==> src/rtl/ffha_pkg.sv <==
`default_nettype none
package ffha_pkg;

    typedef struct packed {
        logic        mode;
        logic [31:0] request_bytes;
        logic [31:0] release_address;
    } t_in_item;

    typedef struct packed {
        logic [31:0] payload_address;
        logic [1:0]  status;
    } t_out_item;

    localparam logic [1:0] ST_OK      = 2'd0;
    localparam logic [1:0] ST_ZERO    = 2'd1;
    localparam logic [1:0] ST_OOM     = 2'd2;
    localparam logic [1:0] ST_UNKNOWN = 2'd3;

    localparam logic MODE_ALLOC = 1'b0;
    localparam logic MODE_FREE  = 1'b1;

    localparam logic CFG_REGION_LOWER = 1'b0;
    localparam logic CFG_REGION_UPPER = 1'b1;

    // One table entry: header address, payload size and free mark.
    typedef struct packed {
        logic [31:0] start;
        logic [31:0] size;
        logic        free;
    } t_entry;

    typedef enum logic [3:0] {
        S_IDLE,
        S_SCAN_REQ,
        S_SCAN_CHK,
        S_SHIFT_RD,
        S_SHIFT_WR,
        S_NBR_RD,
        S_NBR_CHK,
        S_DROP_RD,
        S_DROP_WR,
        S_DONE
    } t_state;

endpackage
`default_nettype wire

==> src/rtl/ffha_table.sv <==
`default_nettype none
// Block table memory: one write port, one registered read port.
module ffha_table #(
    parameter int AW = 6
) (
    input  wire                 i_clk,
    input  wire                 i_we,
    input  wire [AW-1:0]        i_waddr,
    input  ffha_pkg::t_entry    i_wdata,
    input  wire [AW-1:0]        i_raddr,
    output ffha_pkg::t_entry    o_rdata
);
    ffha_pkg::t_entry r_mem [2**AW];
    ffha_pkg::t_entry r_rdata;

    always_ff @(posedge i_clk) begin
        if (i_we) begin
            r_mem[i_waddr] <= i_wdata;
        end
        r_rdata <= r_mem[i_raddr];
    end

    assign o_rdata = r_rdata;
endmodule
`default_nettype wire

==> config.mk <==
export PLATFORM = sky130hd
export DESIGN_NAME = ffha_table
export DESIGN_NICKNAME = d
export VERILOG_FILES = /design/src/rtl/ffha_pkg.sv /design/src/rtl/ffha_table.sv
export SDC_FILE = /design/constraint.sdc
export NUM_CORES = 2
export LEC_CHECK = 0
export ABC_CLOCK_PERIOD_IN_PS = 10220
export CAP_MARGIN = 5
export CORE_MARGIN = 5
export CORE_UTILIZATION = 45
export CTS_CLUSTER_DIAMETER = 30
export CTS_CLUSTER_SIZE = 12
export DETAILED_ROUTE_END_ITERATION = 6
export DONT_BUFFER_PORTS = 1
export PLACE_DENSITY_LB_ADDON = 0.2
export SYNTH_ARGS = -nofsm -noshare
export SYNTH_HDL_FRONTEND = slang
export SYNTH_MEMORY_MAX_BITS = 65536
export SYNTH_SLANG_ARGS = --single-unit
export TNS_END_PERCENT = 30
==> constraint.sdc <==
create_clock -name i_clk -period 10.22 [get_ports i_clk]
set_clock_uncertainty 0.2 [all_clocks]
set_input_delay 1.533 -clock i_clk [delete_from_list [all_inputs] [get_ports i_clk]]
set_output_delay 1.533 -clock i_clk [all_outputs]
set_load 0.02 [all_outputs]
==> metrics.md <==
| Metric | Value |
|---|---|
| Pre-antenna DRT Iters | 5 |
| Routed wire per std cell | 37.7 um |
| Commonest non-fill, non-tap cell in the layout | edfxtp_1 |
| Worst-path clk slew | about 0.050 ns |
| Final instance area | roughly 190000 um2 |
| Core Area | roughly 350000 um2 |
| Mux cell area share after synthesis | between 10% and 20% |
| Synthesized cell area | ~160000 um2 |
| Seq cells post-synth | approximately 4200 |
| Leakage | 60.6 nW |
| Cts-stage hold buffer count | 0 |
| Family with the most delay on the worst path | buffers and inverters |
| CP Buf/Inv Count | 4 |
| Vias in the first global route | approximately 80000 |
| Final Hold Fails | 0 |
| Synth Instances | ~6600 |
| Max-cap violations | 0 |
| Hold wc startpoint | i_wdata[5] |
| Hold Path End | r_mem[29][5]$_DFFE_PP_ |
| GRT Overall Usage | 25.4% |
| Number of DRC markers in iteration 0 | between 10000 and 15000 |
| Worst reg2reg endpoint | o_rdata[17]$_DFF_P_ |
| Initial antenna violation count | 13 |
| Hold path cells | 0 |
| Final worst path period share | about half |
| Peak VDD IR | around 0.19 mV |
| CP most frequent cell | buf_16 |
| Reg2reg start | r_mem[1][17]$_DFFE_PP_ |
| Core Util, Final | between 50% and 60% |
| GRT Residual Overflow | 0 |
| Area post-placement | between 150000 and 200000 um2 |
| Run status | complete, no violations |
| Row count | between 200 and 250 |
| Worst hold slack | between 0.3 and 0.4 ns |
| Clk_lat worst skew | 1.06 ns |
| Final WS setup | between 5 and 6 ns |
| Slew Limit Fails | 0 |
| CTS Root Cell | clkbuf_16 |
| Port-buffer cells | 0 |
| CP max stage delay | roughly 0.90 ns |
| Synthesis Warnings | 0 |
| R2R setup slack | 7.67 ns |
| Synth Area per Inst | between 20 and 25 um2 |
| Number of post-CTS setup repair buffers | 0 |
| EDFF count, synth | ~4200 |
| Slowest CP cell | buf_16 |
| Boundary Pins | ~140 |
| Crit path arrival time | 5.89 ns |
| Routed vias | around 80000 |
| Mapped Nets | ~6700 |
| Clk sinks | about 4200 |
| Register area share after synthesis | between 70 and 80% |
| R2R cell count | 4 |
| Post-Synth Adder-Cell Area | 0% |
| Actual slew at the worst max-slew pin | between 1 and 1.5 ns |
| DIE AREA | approximately 360000 um2 |
| Top layer in use | met5 |
| Non-Filler Instances | 12400 |
| Die height | 603 um |
| Wire length on met1 | ~180000 um |
| Die Width | about 600 um |
| Max FO, Critical Path | between 100 and 150 |
| Largest net degree at the start of global routing | roughly 850 |
| First-pass GRT wire length | 644000 um |
| Layout area overhead | 20.6% |
| Synth Area in Compound Gates | ~2.7% |
| Layout cells sized above 1 | 32.8% |
| Unique masters post-synth | 27 |
| Final setup TNS | 0 ns |
| Filler instances | approximately 26000 |
| CTS buffer count | 746 |
| CTS Buffer Depth | 4 |
| Final min period | approximately 5.1 ns |
| Ys async rst share | 0% |
| Detail Route Antenna Nets | 0 |
| Met3 Wirelength | between 40000 and 50000 um |
| Worst relative slew slack | a little over 5% |
| Routed Wire Length | ~470000 um |
| Total power | approximately 46 mW |
| Worst min path class | input port to flop |
| Detailed-route DRC error count | 0 |
| DR vias/cell | approximately 6.3 |
| Req. time, crit path | roughly 11 ns |
| Largest family of logic cells by synthesized area | multiplexers |
| Pwr dens | about 240 nW/um2 |
| Setup violators final | 0 |
| CP Capture Type | flop |
| Inst Count DP | approximately 11000 |
| Initial Util | a little under half |
| CTS tree | built |
| Met2 wire len | 226000 um |
| Post-synthesis simple-gate area fraction | less than 1% |
| Ys flop type | edfxtp_1 |
| Pre-CTS WS | about 4.0 ns |
| Hpwl dp | ~230000 um |
| Commonest cells after routing, fill and taps aside | edfxtp_1, mux4_2, clkbuf_16, a22oi_1, buf_4 |
| FMAX | around 190 MHz |
| XOR/XNOR share of the synthesized area | 0% |
| Final GP Congestion | 0.765 |
| RSZ-0062 raised after global routing | no |
| Post-cts sizing count | 0 |
| H-tree levels | 6 |
| Nets | 7239 |
| Critical-path cell list | buf_16 -> buf_16 -> buf_16 -> buf_16 -> mux4_2 -> a22oi_1 -> nand3_1 -> o211a_1 |
| CP Launch Type | input port |
| Crit path kind | input port to flop |
## area by class of cell
cell class / instances / area, um2 / share of cell area, %
multi-input combinational: 2004 / 30800 / 16.1
tap: 4599 / 5750 / 3.01
antenna: 20 / 50.0 / 0.0262
clock inverter: 557 / 7170 / 3.75
timing repair buffer: 183 / 1680 / 0.880
sequential: 4225 / 126000 / 66.1
clock buffer: 837 / 19200 / 10.1
## routing by layer
metal,track usage [%],vias to the layer above
li1,-,30200
met1,35.3,43500
met2,40.5,4322
met3,5.01,801
met5,0,-
met4,8.75,2
## worst max path at each step
stage	slack (ns)	from	depth (start not counted)	endpoint
final	5.07	i_raddr[0]	8	o_rdata[41]$_DFF_P_
after global routing	4.74	i_raddr[0]	8	o_rdata[41]$_DFF_P_
after CTS	5.16	i_raddr[0]	8	o_rdata[45]$_DFF_P_
after detailed placement	3.99	i_raddr[0]	8	o_rdata[41]$_DFF_P_
after global placement	3.97	i_raddr[0]	8	o_rdata[41]$_DFF_P_
after floorplan	2.98	i_waddr[3]	4	r_mem[48][0]$_DFFE_PP_
## power breakdown
group          internal (mW)  switching (mW)
Sequential              19.2           0.123
Clock                   16.6            8.93
Combinational          0.543           0.713
## cell usage after synthesis, drive strengths merged, types with 4 or more instances
| library cell | number | area (um2) |
|---|---|---|
| clkbuf | 120 | 450 |
| edfxtp | 4160 | 125000 |
| nand2 | 8 | 30.0 |
| nand3b | 25 | 188 |
| or3b | 4 | 35.0 |
| o221ai | 46 | 403 |
| nand3 | 115 | 576 |
| buf | 257 | 1460 |
| nor2 | 112 | 420 |
| nor2b | 9 | 56.3 |
| a211oi | 65 | 488 |
| dfxtp | 65 | 1300 |
| o22ai | 130 | 813 |
| o211a | 65 | 651 |
| a22oi | 260 | 1950 |
| nand2b | 9 | 56.3 |
| mux2i | 103 | 1030 |
| mux4 | 1040 | 23400 |
## logic make-up after synthesis
| group | count (synthesis) |
|---|---|
| AO/OA/AOI/OAI | 566 |
| buffers and inverters | 377 |
| flip-flops | 4225 |
| multiplexers | 1143 |
| AND/OR/NAND/NOR | 295 |
## worst reg2reg max path: cells and delay by family (launching register included)
family / cells / cell delay, ns
AO/OA/AOI/OAI: 3 / 1.63
multiplexers: 1 / 0.25
flip-flops: 1 / 0.31
## sequential cells by signal (all words and copies together), names as in the netlist
name     flops
o_rdata     65
r_mem     4160
(Power assumes the default switching activity.)
